<file path="config.mk">
export PLATFORM = sky130hd
export DESIGN_NAME = multi_actuator_slew_limiter
export DESIGN_NICKNAME = d
export VERILOG_FILES = /design/src/rtl/core/masl_pkg.sv /design/src/rtl/core/masl_cfg_regs.sv /design/src/rtl/core/masl_gear_leg.sv /design/src/rtl/core/multi_actuator_slew_limiter.sv
export SDC_FILE = /design/constraint.sdc
export NUM_CORES = 1
export LEC_CHECK = 0
export ABC_AREA = 1
export BUFFER_PORTS_ARGS = -buffer_cell sky130_fd_sc_hd__buf_2
export CORE_MARGIN = 2
export CORE_UTILIZATION = 48
export DETAILED_ROUTE_END_ITERATION = 7
export PLACE_DENSITY = 0.76
export SKIP_LAST_GASP = 1
export SLEW_MARGIN = 20
export SYNTH_ARGS = -nofsm -noshare
export SYNTH_HDL_FRONTEND = slang
export SYNTH_SLANG_ARGS = --single-unit
</file>
<file path="constraint.sdc">
create_clock -name aclk -period 5.86 [get_ports aclk]
set_input_delay 1.758 -clock aclk [delete_from_list [all_inputs] [get_ports aclk]]
set_output_delay 1.758 -clock aclk [all_outputs]
set_load 0.05 [all_outputs]
</file>
<file path="src/rtl/core/masl_pkg.sv">
// ----------------------------------------------------------------------------
// masl_pkg
// Shared types, codes and helper functions of the multi-actuator slew limiter.
// ----------------------------------------------------------------------------
package masl_pkg;

    typedef enum logic [2:0] {
        MODE_TICK          = 3'd0,
        MODE_FLAPS_DOWN    = 3'd1,
        MODE_FLAPS_UP      = 3'd2,
        MODE_BRAKE_EXTEND  = 3'd3,
        MODE_BRAKE_RETRACT = 3'd4
    } mode_e;

    typedef enum logic [2:0] {
        REG_MAX_FLAP        = 3'd0,
        REG_FLAP_SLEW       = 3'd1,
        REG_MAX_SPEED_BRAKE = 3'd2,
        REG_BRAKE_INCREMENT = 3'd3,
        REG_BRAKE_SLEW      = 3'd4,
        REG_GEAR_SLEW       = 3'd5,
        REG_FUEL_THRESHOLD  = 3'd6
    } reg_index_e;

    typedef struct packed {
        logic [15:0] max_flap;
        logic [15:0] flap_slew;
        logic [15:0] max_speed_brake;
        logic [15:0] brake_increment;
        logic [15:0] brake_slew;
        logic [15:0] gear_slew;
        logic [15:0] fuel_threshold;
    } cfg_t;

    typedef struct packed {
        logic step;
        logic tick;
        logic handle_down;
    } leg_ctrl_t;

    localparam logic [15:0] FLAP_NOTCH = 16'd2860;
    localparam logic [14:0] GEAR_DOWN  = 15'd25736;

    localparam logic [15:0] RST_MAX_FLAP        = 16'd8192;
    localparam logic [15:0] RST_FLAP_SLEW       = 16'd64;
    localparam logic [15:0] RST_MAX_SPEED_BRAKE = 16'd16384;
    localparam logic [15:0] RST_BRAKE_INCREMENT = 16'd2048;
    localparam logic [15:0] RST_BRAKE_SLEW      = 16'd64;
    localparam logic [15:0] RST_GEAR_SLEW       = 16'd64;
    localparam logic [15:0] RST_FUEL_THRESHOLD  = 16'd1000;

    function automatic logic [15:0] step_up(input logic [15:0] goal,
                                            input logic [15:0] incr,
                                            input logic [15:0] lim);
        logic [16:0] sum;
        sum = {1'b0, goal} + {1'b0, incr};
        step_up = (sum > {1'b0, lim}) ? lim : sum[15:0];
    endfunction

    function automatic logic [15:0] step_down(input logic [15:0] goal,
                                              input logic [15:0] decr);
        step_down = (goal > decr) ? goal - decr : 16'd0;
    endfunction

    function automatic logic [15:0] slew_step(input logic [15:0] now,
                                              input logic [15:0] goal,
                                              input logic [15:0] rate);
        logic [16:0] sum;
        logic [15:0] diff;
        sum  = {1'b0, now} + {1'b0, rate};
        diff = (now > rate) ? now - rate : 16'd0;
        if (goal > now) begin
            slew_step = (sum > {1'b0, goal}) ? goal : sum[15:0];
        end else if (goal < now) begin
            slew_step = (diff < goal) ? goal : diff;
        end else begin
            slew_step = now;
        end
    endfunction

endpackage

</file>
<file path="src/rtl/core/masl_cfg_regs.sv">
// ----------------------------------------------------------------------------
// masl_cfg_regs
// Configuration register file behind the APB port.
// ----------------------------------------------------------------------------
module masl_cfg_regs (
    input  logic                aclk,
    input  logic                aresetn,
    input  logic                psel,
    input  logic                penable,
    input  logic                pwrite,
    input  logic [4:0]          paddr,
    input  logic [31:0]         pwdata,
    output logic [31:0]         prdata,
    output logic                pready,
    output masl_pkg::cfg_t      cfg
);
    import masl_pkg::*;

    cfg_t        cfg_reg;
    logic        wr_en;
    logic [2:0]  idx;
    logic [15:0] rd_val;

    assign pready = 1'b1;
    assign wr_en  = psel && penable && pwrite && pready;
    assign idx    = paddr[4:2];
    assign cfg    = cfg_reg;

    always_ff @(posedge aclk) begin
        if (!aresetn) begin
            cfg_reg.max_flap        <= RST_MAX_FLAP;
            cfg_reg.flap_slew       <= RST_FLAP_SLEW;
            cfg_reg.max_speed_brake <= RST_MAX_SPEED_BRAKE;
            cfg_reg.brake_increment <= RST_BRAKE_INCREMENT;
            cfg_reg.brake_slew      <= RST_BRAKE_SLEW;
            cfg_reg.gear_slew       <= RST_GEAR_SLEW;
            cfg_reg.fuel_threshold  <= RST_FUEL_THRESHOLD;
        end else if (wr_en) begin
            unique case (idx)
                REG_MAX_FLAP:        cfg_reg.max_flap        <= pwdata[15:0];
                REG_FLAP_SLEW:       cfg_reg.flap_slew       <= pwdata[15:0];
                REG_MAX_SPEED_BRAKE: cfg_reg.max_speed_brake <= pwdata[15:0];
                REG_BRAKE_INCREMENT: cfg_reg.brake_increment <= pwdata[15:0];
                REG_BRAKE_SLEW:      cfg_reg.brake_slew      <= pwdata[15:0];
                REG_GEAR_SLEW:       cfg_reg.gear_slew       <= pwdata[15:0];
                REG_FUEL_THRESHOLD:  cfg_reg.fuel_threshold  <= pwdata[15:0];
                default: ;
            endcase
        end
    end

    always_comb begin
        unique case (idx)
            REG_MAX_FLAP:        rd_val = cfg_reg.max_flap;
            REG_FLAP_SLEW:       rd_val = cfg_reg.flap_slew;
            REG_MAX_SPEED_BRAKE: rd_val = cfg_reg.max_speed_brake;
            REG_BRAKE_INCREMENT: rd_val = cfg_reg.brake_increment;
            REG_BRAKE_SLEW:      rd_val = cfg_reg.brake_slew;
            REG_GEAR_SLEW:       rd_val = cfg_reg.gear_slew;
            REG_FUEL_THRESHOLD:  rd_val = cfg_reg.fuel_threshold;
            default:             rd_val = 16'd0;
        endcase
    end

    assign prdata = {16'd0, rd_val};

endmodule

</file>
<file path="src/rtl/core/masl_gear_leg.sv">
// ----------------------------------------------------------------------------
// masl_gear_leg
// One gear leg: angle and retracted flag, slewed toward down or up per tick.
// ----------------------------------------------------------------------------
module masl_gear_leg (
    input  logic                 aclk,
    input  logic                 aresetn,
    input  masl_pkg::leg_ctrl_t  ctrl,
    input  logic                 leg_ok,
    input  logic [15:0]          gear_slew,
    output logic [14:0]          angle_next,
    output logic                 up_next
);
    import masl_pkg::*;

    logic [14:0] angle_reg;
    logic        up_reg;
    logic [16:0] sum;

    assign sum = {2'b00, angle_reg} + {1'b0, gear_slew};

    always_comb begin
        angle_next = angle_reg;
        up_next    = up_reg;
        if (ctrl.tick && leg_ok) begin
            if (ctrl.handle_down) begin
                if (angle_reg != GEAR_DOWN) begin
                    angle_next = (sum > {2'b00, GEAR_DOWN}) ? GEAR_DOWN : sum[14:0];
                    up_next    = 1'b0;
                end
            end else if (angle_reg != 15'd0) begin
                if ({1'b0, angle_reg} > gear_slew) begin
                    angle_next = angle_reg - gear_slew[14:0];
                end else begin
                    angle_next = 15'd0;
                    up_next    = 1'b1;
                end
            end
        end
    end

    always_ff @(posedge aclk) begin
        if (!aresetn) begin
            angle_reg <= 15'd0;
            up_reg    <= 1'b0;
        end else if (ctrl.step) begin
            angle_reg <= angle_next;
            up_reg    <= up_next;
        end
    end

endmodule

</file>
<file path="src/rtl/core/multi_actuator_slew_limiter.sv">
// ----------------------------------------------------------------------------
// multi_actuator_slew_limiter
// Rate limiter for flaps, speed brake and gear legs.
//
// Input stream (s_*): one transaction per command or tick; s_tuser carries
// the mode. Each accepted transaction yields exactly one result transaction
// on m_* showing all targets, positions, leg angles and flags after it.
// Commands step the flap or speed brake target; a tick slews every healthy
// actuator and refreshes the status bits.
// m_tvalid rises once an accepted transaction has passed the input register,
// then the result register. Throughput: one transaction per cycle while
// m_tready stays high; the only loop is the state update between the two
// registers.
// When m_tready is low the result register holds and the input register
// still takes one more transaction; s_tready then drops until the result
// is taken.
// Reset (aresetn low, synchronous) clears all actuator state to zero, empties
// both registers and loads the configuration reset values. The user must write
// configuration over APB only while the stream is idle; it is not enforced.
// ----------------------------------------------------------------------------
module multi_actuator_slew_limiter #(
    parameter int LEG_COUNT     = 3,
    parameter int POSITION_BITS = 16
) (
    input  logic         aclk,
    input  logic         aresetn,
    // APB configuration
    input  logic         psel,
    input  logic         penable,
    input  logic         pwrite,
    input  logic [4:0]   paddr,
    input  logic [31:0]  pwdata,
    output logic [31:0]  prdata,
    output logic         pready,
    // input stream
    input  logic         s_tvalid,
    output logic         s_tready,
    // [0] flaps_ok, [1] speed_brake_ok, [4:2] leg_ok, [5] handle_down,
    // [6] wheel_brakes_on, [22:7] fuel_level, [23] zero
    input  logic [23:0]  s_tdata,
    // [2:0] mode
    input  logic [2:0]   s_tuser,
    // result stream
    output logic         m_tvalid,
    input  logic         m_tready,
    // [15:0] flap_target, [31:16] flap_angle, [47:32] brake_target,
    // [63:48] brake_position, [78:64] nose_leg, [93:79] right_leg,
    // [108:94] left_leg, [111:109] legs_up, [114:112] status_bits,
    // [119:115] zero
    output logic [119:0] m_tdata
);
    import masl_pkg::*;

    localparam int          POS_W     = (POSITION_BITS < 16) ? POSITION_BITS : 16;
    localparam logic [15:0] POS_LIMIT = 16'((32'd1 << POS_W) - 32'd1);

    cfg_t cfg;

    masl_cfg_regs u_cfg (
        .aclk    (aclk),
        .aresetn (aresetn),
        .psel    (psel),
        .penable (penable),
        .pwrite  (pwrite),
        .paddr   (paddr),
        .pwdata  (pwdata),
        .prdata  (prdata),
        .pready  (pready),
        .cfg     (cfg)
    );

    logic              in_valid_reg;
    logic [23:0]       in_data_reg;
    logic [2:0]        in_mode_reg;
    logic              out_valid_reg;
    logic [119:0]      out_data_reg;
    logic              advance;
    logic              is_tick;

    logic [POS_W-1:0]  flap_goal_reg, flap_goal_next;
    logic [POS_W-1:0]  flap_now_reg, flap_now_next;
    logic [POS_W-1:0]  brake_goal_reg, brake_goal_next;
    logic [POS_W-1:0]  brake_now_reg, brake_now_next;
    logic [2:0]        status_reg, status_next;

    logic [15:0]       flap_lim, brake_lim;
    logic              flaps_ok, speed_brake_ok, handle_down, wheel_brakes_on;
    logic [2:0]        leg_ok;
    logic [15:0]       fuel_level;

    leg_ctrl_t         leg_ctrl;
    logic [14:0]       leg_angle_next [LEG_COUNT];
    logic [LEG_COUNT-1:0] leg_up_next;
    logic [14:0]       leg_out [3];
    logic [2:0]        legs_up_out;

    assign advance  = in_valid_reg && (!out_valid_reg || m_tready);
    assign s_tready = !in_valid_reg || advance;
    assign m_tvalid = out_valid_reg;
    assign m_tdata  = out_data_reg;

    always_ff @(posedge aclk) begin
        if (!aresetn) begin
            in_valid_reg <= 1'b0;
        end else if (s_tvalid && s_tready) begin
            in_valid_reg <= 1'b1;
        end else if (advance) begin
            in_valid_reg <= 1'b0;
        end
    end

    always_ff @(posedge aclk) begin
        if (s_tvalid && s_tready) begin
            in_data_reg <= s_tdata;
            in_mode_reg <= s_tuser;
        end
    end

    assign flaps_ok        = in_data_reg[0];
    assign speed_brake_ok  = in_data_reg[1];
    assign leg_ok          = in_data_reg[4:2];
    assign handle_down     = in_data_reg[5];
    assign wheel_brakes_on = in_data_reg[6];
    assign fuel_level      = in_data_reg[22:7];

    assign is_tick   = (mode_e'(in_mode_reg) == MODE_TICK);
    assign flap_lim  = (cfg.max_flap > POS_LIMIT) ? POS_LIMIT : cfg.max_flap;
    assign brake_lim = (cfg.max_speed_brake > POS_LIMIT) ? POS_LIMIT : cfg.max_speed_brake;

    always_comb begin
        flap_goal_next  = flap_goal_reg;
        flap_now_next   = flap_now_reg;
        brake_goal_next = brake_goal_reg;
        brake_now_next  = brake_now_reg;
        status_next     = status_reg;
        unique case (mode_e'(in_mode_reg))
            MODE_TICK: begin
                if (flaps_ok) begin
                    flap_now_next = POS_W'(slew_step(16'(flap_now_reg), 16'(flap_goal_reg),
                                                     cfg.flap_slew));
                end
                if (speed_brake_ok) begin
                    brake_now_next = POS_W'(slew_step(16'(brake_now_reg),
                                                      16'(brake_goal_reg), cfg.brake_slew));
                end
                status_next = {brake_goal_reg == '0, !wheel_brakes_on,
                               fuel_level >= cfg.fuel_threshold};
            end
            MODE_FLAPS_DOWN: begin
                flap_goal_next = POS_W'(step_up(16'(flap_goal_reg), FLAP_NOTCH, flap_lim));
            end
            MODE_FLAPS_UP: begin
                flap_goal_next = POS_W'(step_down(16'(flap_goal_reg), FLAP_NOTCH));
            end
            MODE_BRAKE_EXTEND: begin
                brake_goal_next = POS_W'(step_up(16'(brake_goal_reg), cfg.brake_increment,
                                                 brake_lim));
            end
            MODE_BRAKE_RETRACT: begin
                brake_goal_next = POS_W'(step_down(16'(brake_goal_reg), cfg.brake_increment));
            end
            default: ;
        endcase
    end

    always_ff @(posedge aclk) begin
        if (!aresetn) begin
            flap_goal_reg  <= '0;
            flap_now_reg   <= '0;
            brake_goal_reg <= '0;
            brake_now_reg  <= '0;
            status_reg     <= 3'd0;
        end else if (advance) begin
            flap_goal_reg  <= flap_goal_next;
            flap_now_reg   <= flap_now_next;
            brake_goal_reg <= brake_goal_next;
            brake_now_reg  <= brake_now_next;
            status_reg     <= status_next;
        end
    end

    assign leg_ctrl.step        = advance;
    assign leg_ctrl.tick        = is_tick;
    assign leg_ctrl.handle_down = handle_down;

    for (genvar i = 0; i < LEG_COUNT; i++) begin : g_leg
        logic ok;
        if (i < 3) begin : g_ok
            assign ok = leg_ok[i];
        end else begin : g_no_ok
            assign ok = 1'b0;
        end
        masl_gear_leg u_leg (
            .aclk       (aclk),
            .aresetn    (aresetn),
            .ctrl       (leg_ctrl),
            .leg_ok     (ok),
            .gear_slew  (cfg.gear_slew),
            .angle_next (leg_angle_next[i]),
            .up_next    (leg_up_next[i])
        );
    end

    for (genvar j = 0; j < 3; j++) begin : g_leg_out
        if (j < LEG_COUNT) begin : g_present
            assign leg_out[j]     = leg_angle_next[j];
            assign legs_up_out[j] = leg_up_next[j];
        end else begin : g_absent
            assign leg_out[j]     = 15'd0;
            assign legs_up_out[j] = 1'b0;
        end
    end

    always_ff @(posedge aclk) begin
        if (!aresetn) begin
            out_valid_reg <= 1'b0;
        end else if (advance) begin
            out_valid_reg <= 1'b1;
        end else if (m_tready) begin
            out_valid_reg <= 1'b0;
        end
    end

    always_ff @(posedge aclk) begin
        if (advance) begin
            out_data_reg <= {5'd0, status_next, legs_up_out, leg_out[2], leg_out[1],
                             leg_out[0], 16'(brake_now_next), 16'(brake_goal_next),
                             16'(flap_now_next), 16'(flap_goal_next)};
        end
    end

`ifndef SYNTHESIS
    a_advance_fills_output: assert property (@(posedge aclk) disable iff (!aresetn)
        advance |=> out_valid_reg)
        else $error("result register empty after a transaction advanced");

    a_stalled_input_holds: assert property (@(posedge aclk) disable iff (!aresetn)
        in_valid_reg && !advance |=> in_valid_reg && $stable(in_data_reg))
        else $error("input register lost a stalled transaction");

    a_status_only_on_tick: assert property (@(posedge aclk) disable iff (!aresetn)
        advance && !is_tick |=> $stable(status_reg))
        else $error("status bits changed on a command");

    a_flap_target_in_range: assert property (@(posedge aclk) disable iff (!aresetn)
        out_valid_reg |-> out_data_reg[15:0] <= POS_LIMIT)
        else $error("flap target beyond position range");

    a_nose_leg_in_range: assert property (@(posedge aclk) disable iff (!aresetn)
        out_valid_reg |-> out_data_reg[78:64] <= GEAR_DOWN)
        else $error("nose leg beyond down position");
`endif

endmodule

</file>
==> results of run 1 <==
layout by cell type, fill, tap and decap left out, types with 19 or more instances in the layout:
cell type / synthesis / routed
o22ai_1: 35 / 35
dfxtp_1: 229 / 229
nand4_1: 77 / 77
o21ai_0: 308 / 308
buf_4: 36 / 30
edfxtp_1: 141 / 141
conb_1: 2 / 22
a31oi_1: 19 / 19
nor3_1: 53 / 52
nor4_1: 29 / 29
buf_2: 45 / 183
xor2_1: 127 / 127
ha_1: 330 / 330
a21oi_1: 470 / 470
o21ai_1: 37 / 37
nand3_1: 264 / 264
nor2_1: 317 / 317
inv_1: 664 / 664
o211ai_1: 36 / 36
clkbuf_16: 0 / 48
nand2_1: 876 / 875
through the flow:
| step | total power, uW | cells | worst slack, ns | hold slack (ns) |
|---|---|---|---|---|
| 3_5_place_dp | 5990 | 5359 | 0.497 | 0.508 |
| 6_report | 9030 | 5445 | 0.251 | 0.518 |
| 3_3_place_gp | 5970 | 5359 | 0.520 | 0.497 |
| 4_1_cts | 9010 | 5443 | 0.468 | 0.517 |
| 2_1_floorplan | 5220 | 4496 | 0.698 | 0.456 |
| 5_1_grt | 9500 | 5445 | 0.298 | 0.537 |
logic make-up after synthesis:
kind of cell | count (synthesis) | synth area share, %
fa+ha+maj | 342 | 14.0
compound gates | 1061 | 19.2
other cells | 2 | 0.0241
flops | 370 | 28.3
simple gates | 1674 | 23.0
xor+xnor | 134 | 3.83
buf+inv | 893 | 11.6
worst max-delay path by stage:
stage,startpoint,end,slack [ns],depth (start not counted)
detailed placement,paddr[3],prdata[8],0.50,9
floorplan,paddr[2],prdata[10],0.70,5
global placement,paddr[3],prdata[6],0.52,9
CTS,paddr[4],prdata[8],0.47,8
global route,paddr[4],prdata[8],0.30,8
finish,paddr[4],prdata[8],0.25,8
where the power goes:
| part | total (uW) | switching, uW | internal (uW) |
|---|---|---|---|
| Combinational | 3060 | 2140 | 916 |
| Clock | 3020 | 1260 | 1760 |
| Sequential | 2960 | 141 | 2820 |
area by class of cell:
class                   count  share of cell area [%]
inverters                 686                    7.59
well taps                 855                    3.14
multi-input cells        3233                    55.2
clock buffers              55                    3.63
flip-flops and latches    370                    25.9
diodes                      2                  0.0147
clock inverters            29                    1.03
repair buffers            215                    3.47
metal layers:
layer,track usage [%],part of all wire [%]
met5,0,0
met4,14.0,4.8
met3,5.05,9.2
met2,48.3,42
met1,44.1,44
worst max-delay path, stage by stage:
cell and delay, ns:
buf_2 0.13, inv_1 0.11, nor3_1 0.07, inv_1 0.37, o22ai_1 0.23, a211oi_1 0.50, o221ai_1 0.37, buf_2 0.31
==> impl_metrics.json, run 1 <==
{
  "dieHeight_um": 259,
  "hold_violations": 0,
  "ant_nets": 0,
  "hp-start": "u_cfg.cfg[55]",
  "grt_max_degree": 103,
  "synth_top_cell_area_share_pct": 14.7,
  "startpoint_type": "primary input",
  "ys_ff_latch": 370,
  "ys_top_cells_by_area": "dfxtp_1 15%, edfxtp_1 14%, ha_1 13%, nand2_1 11%, inv_1 8.0%",
  "synth_cells": 4476,
  "end_kind": "output port",
  "routedWlPerCell_um": 20.0,
  "grt_antenna_before_repair": 6,
  "core_region_area_sq_mm": 0.0643,
  "drcViolationCount": 0,
  "syn_area_sq_mm": 0.0311,
  "p_per_area_mw_per_mm2": 265,
  "rsz0062_at_grt": "no",
  "fp.dieW_um": 259,
  "gp_congestion": 0.998,
  "power.leakage_uw": 0.0170,
  "yosysWarnings": 0,
  "final-seq-area_sq_mm": 0.00882,
  "min_to": "u_cfg.cfg[55]",
  "layout.nets": 4964,
  "io-pin-count": 226,
  "grt_pass1_wl_mm": 165,
  "syn_area_per_cell_sq_um": 6.96,
  "worstPathMaxFanout": 16,
  "synthMostInstantiatedCell": "nand2_1",
  "relSlewSlack_pct": 16.0,
  "hold_path_class": "reg -> reg",
  "vias": 31100,
  "core.rowCount": 93,
  "tightestPinTransition_ns": 1.26,
  "cts_hold_buf": 0,
  "reg2regPathDepth": 28,
  "cts_max_path_buffers": 3,
  "synthFlopType": "dfxtp_1",
  "grt-ovfl-total": 0,
  "fin_area_sq_mm": 0.0341,
  "slew_viol_final": 0,
  "die-area_sq_mm": 0.0669,
  "yosysUniqueCellTypes": 72,
  "critPathArrivalTime_ns": 3.85,
  "initial_utilization_pct": 48.4,
  "outcome": "completed",
  "cp_data_required_time_ns": 4.10,
  "setup_tns_ns": 0,
  "synth_edf_count": 141,
  "period_minus_slack_ns": 5.61,
  "area.growth.synth_to_final_pct": 9.37,
  "layout-drive-gt1-share_pct": 8.13,
  "grt_pass1_vias": 28000,
  "post-cts-setup-buffer-count": 0,
  "largest_reg_flops": 115,
  "cts.sinks": 370,
  "critical_path_class": "in -> out",
  "drt-initial-drc-count": 3202,
  "clk_pin_slew_worst_paths_ns": 0.07,
  "clk_latency_ns": 0.63,
  "via_per_inst": 5.72,
  "r2r_start": "u_cfg.cfg[33]",
  "drv_cap": 0,
  "drtPass1Iterations": 6,
  "setup_viol": 0,
  "multi_input_area_sq_mm": 0.0188,
  "htree_levels": 2,
  "root_buffer": "clkbuf_16",
  "synth_async_sr_flop_share_pct": 0,
  "cts-buffers-inserted": 45,
  "r2r-end": "m_tdata[59]",
  "finalCritPeriodShare_pct": 95.7,
  "post_cts_resized": 0,
  "fmax_mhz": 178,
  "final_util_pct": 52.9,
  "irDropWorstVdd_mv": 0.223,
  "seq_area_frac_synth_pct": 28.3,
  "synth_common_cells": "876 x nand2_1, 664 x inv_1, 470 x a21oi_1",
  "hpwl_mm": 84.9,
  "fillers": 6311,
  "cts_tree": "done",
  "finClkSkew_ns": 0.0348,
  "io_buffer_count": 184,
  "whs_path_depth": 2,
  "wirelength_mm": 109,
  "grt_usage_pct": 31.7,
  "dpl_cell_area_sq_mm": 0.0325,
  "yosysTopAreaCell": "dfxtp_1",
  "reg2reg_setup_slack_ns": 0.81
}
Power figures use the tool's default switching activity.
==> run 2: changes to the inputs <==
--- a/config.mk
+++ b/config.mk
@@ -7,10 +7,12 @@
 export LEC_CHECK = 0
 export ABC_AREA = 1
 export BUFFER_PORTS_ARGS = -buffer_cell sky130_fd_sc_hd__buf_2
+export CAP_MARGIN = 10
 export CORE_MARGIN = 2
-export CORE_UTILIZATION = 48
+export CORE_UTILIZATION = 56
 export DETAILED_ROUTE_END_ITERATION = 7
-export PLACE_DENSITY = 0.76
+export PLACE_DENSITY = 0.86
+export RECOVER_POWER = 25
 export SKIP_LAST_GASP = 1
 export SLEW_MARGIN = 20
 export SYNTH_ARGS = -nofsm -noshare
==> impl_metrics.json, run 2 (synthesis results as in run 1) <==
{
  "outcome": "finished with violations",
  "failed_checks": "max-capacitance violations, max-slew violations",
  "cts_max_path_buffers": 3,
  "hpwl_mm": 80.6,
  "core_region_area_sq_mm": 0.0551,
  "power.internal_uw": 5390,
  "hold_path_class": "reg -> reg",
  "hold_ws_ns": 0.510,
  "initial_utilization_pct": 56.5,
  "p_sw_share_pct": 39.0,
  "critPathArrivalTime_ns": 3.83,
  "core.rowCount": 86,
  "grt_pass1_wl_mm": 159,
  "cp_data_required_time_ns": 4.10,
  "setup_tns_ns": 0,
  "layout.nets": 4957,
  "drtPass1Iterations": 6,
  "critical_path_class": "in -> out",
  "dieHeight_um": 240,
  "gp_congestion": 1.08,
  "vias": 31300,
  "io_buffer_count": 184,
  "drcViolationCount": 0,
  "finalCritPeriodShare_pct": 95.3,
  "clk_latency_ns": 0.60,
  "seqPwrFrac_pct": 33.5,
  "fmax_mhz": 179,
  "fin_area_sq_mm": 0.0336,
  "fp.dieW_um": 240,
  "htree_levels": 2,
  "layout_commonest_cell": "nand2_1",
  "drv_cap": 3,
  "cts-buffers-inserted": 43,
  "grt_pass1_vias": 28200,
  "wirelength_mm": 105,
  "root_buffer": "clkbuf_16",
  "largest_reg_flops": 115,
  "ant_nets": 0,
  "power.leakage_uw": 0.0167,
  "tightestPinTransition_ns": 2.86,
  "combPwrFrac_pct": 34.2,
  "routedWlPerCell_um": 19.7,
  "grt_usage_pct": 35.7,
  "rsz0062_at_grt": "no",
  "p_per_area_mw_per_mm2": 263,
  "io-pin-count": 226,
  "setup_viol": 0,
  "grt-ovfl-total": 0,
  "period_minus_slack_ns": 5.58,
  "worstPathMaxFanout": 9,
  "cts_tree": "done",
  "die-area_sq_mm": 0.0575,
  "via_per_inst": 5.87,
  "relSlewSlack_pct": -90.8,
  "final_cell_mix": "876 x nand2_1, 664 x inv_1, 470 x a21oi_1",
  "cts.sinks": 370,
  "grt_max_degree": 125,
  "slew_viol_final": 150,
  "cts_hold_buf": 0,
  "post-cts-setup-buffer-count": 0,
  "dpl_cell_area_sq_mm": 0.0323,
  "startpoint_type": "primary input",
  "power_switching_uw": 3440,
  "area.growth.synth_to_final_pct": 8.04,
  "clk_pin_slew_worst_paths_ns": 0.06,
  "p_clk_share_pct": 32.3,
  "end_kind": "output port",
  "finClkSkew_ns": 0.0249,
  "irDropWorstVdd_mv": 0.366,
  "post_cts_resized": 0,
  "grt_antenna_before_repair": 7,
  "drt-initial-drc-count": 3921,
  "hold_violations": 0,
  "layout-drive-gt1-share_pct": 5.68
}
[run 2: cell types whose count changed in the layout (fill, tap and decap cells not counted), sizes merged]
| cell | delta |
|---|---|
| buf | -107 |
| clkbuf | +104 |
| inv | -3 |
| clkinv | -2 |
| diode | +2 |
| bufinv | -1 |
[run 2: critical path, cell delays in order]
cell and delay (ns):
buf_2 0.13, nor3_2 0.17, clkbuf_1 0.39, clkinv_1 0.42, o22ai_1 0.30, a21oi_1 0.12, o211ai_1 0.20, buf_2 0.34
[run 2: per-stage QoR]
step                instances  util (%)  setup slack, ns  power [uW]
floorplan                4496         -            0.698        5220
global placement         5247      58.6            0.552        5900
detailed placement       5247      58.6            0.526        5930
CTS                      5327      61.3            0.520        8770
global route             5330      61.1            0.211        9260
finish                   5331      61.1            0.277        8840
[run 2: per-layer routing]
metal  vias to the layer above  track usage, %  part of all wire [%]
li1                      15100               -                     -
met1                     14200            48.8                    41
met2                      1758            54.1                    42
met3                       276            7.35                    12
met4                         0            16.7                   5.0
met5                         -               0                     0
[run 2: area by class of cell]
type	count	area (sq um)
inverter	686	2580
fill	5243	21400
antenna	4	10.0
clock buffer	57	1230
sequential	370	8820
timing repair buffer	210	996
tap	748	936
multi-input combinational	3233	18800
clock inverter	23	264
[run 2: worst paths after layout]
check	start	end	slack, ns	cells after the start
max	paddr[4]	prdata[3]	0.28	8
min	m_tvalid	m_tvalid	0.51	2
max reg2reg	u_cfg.cfg[33]	m_tdata[54]	0.83	29
min reg2reg	m_tvalid	m_tvalid	0.51	2
[run 2: power groups by stage]
stage / Combinational [uW] / Sequential [uW] / Clock [uW]
floorplan: 2100 / 3120 / 0
global placement: 2890 / 3010 / 0
detailed placement: 2930 / 3010 / 0
CTS: 2940 / 2950 / 2870
global route: 3330 / 2970 / 2960
finish: 3020 / 2960 / 2860
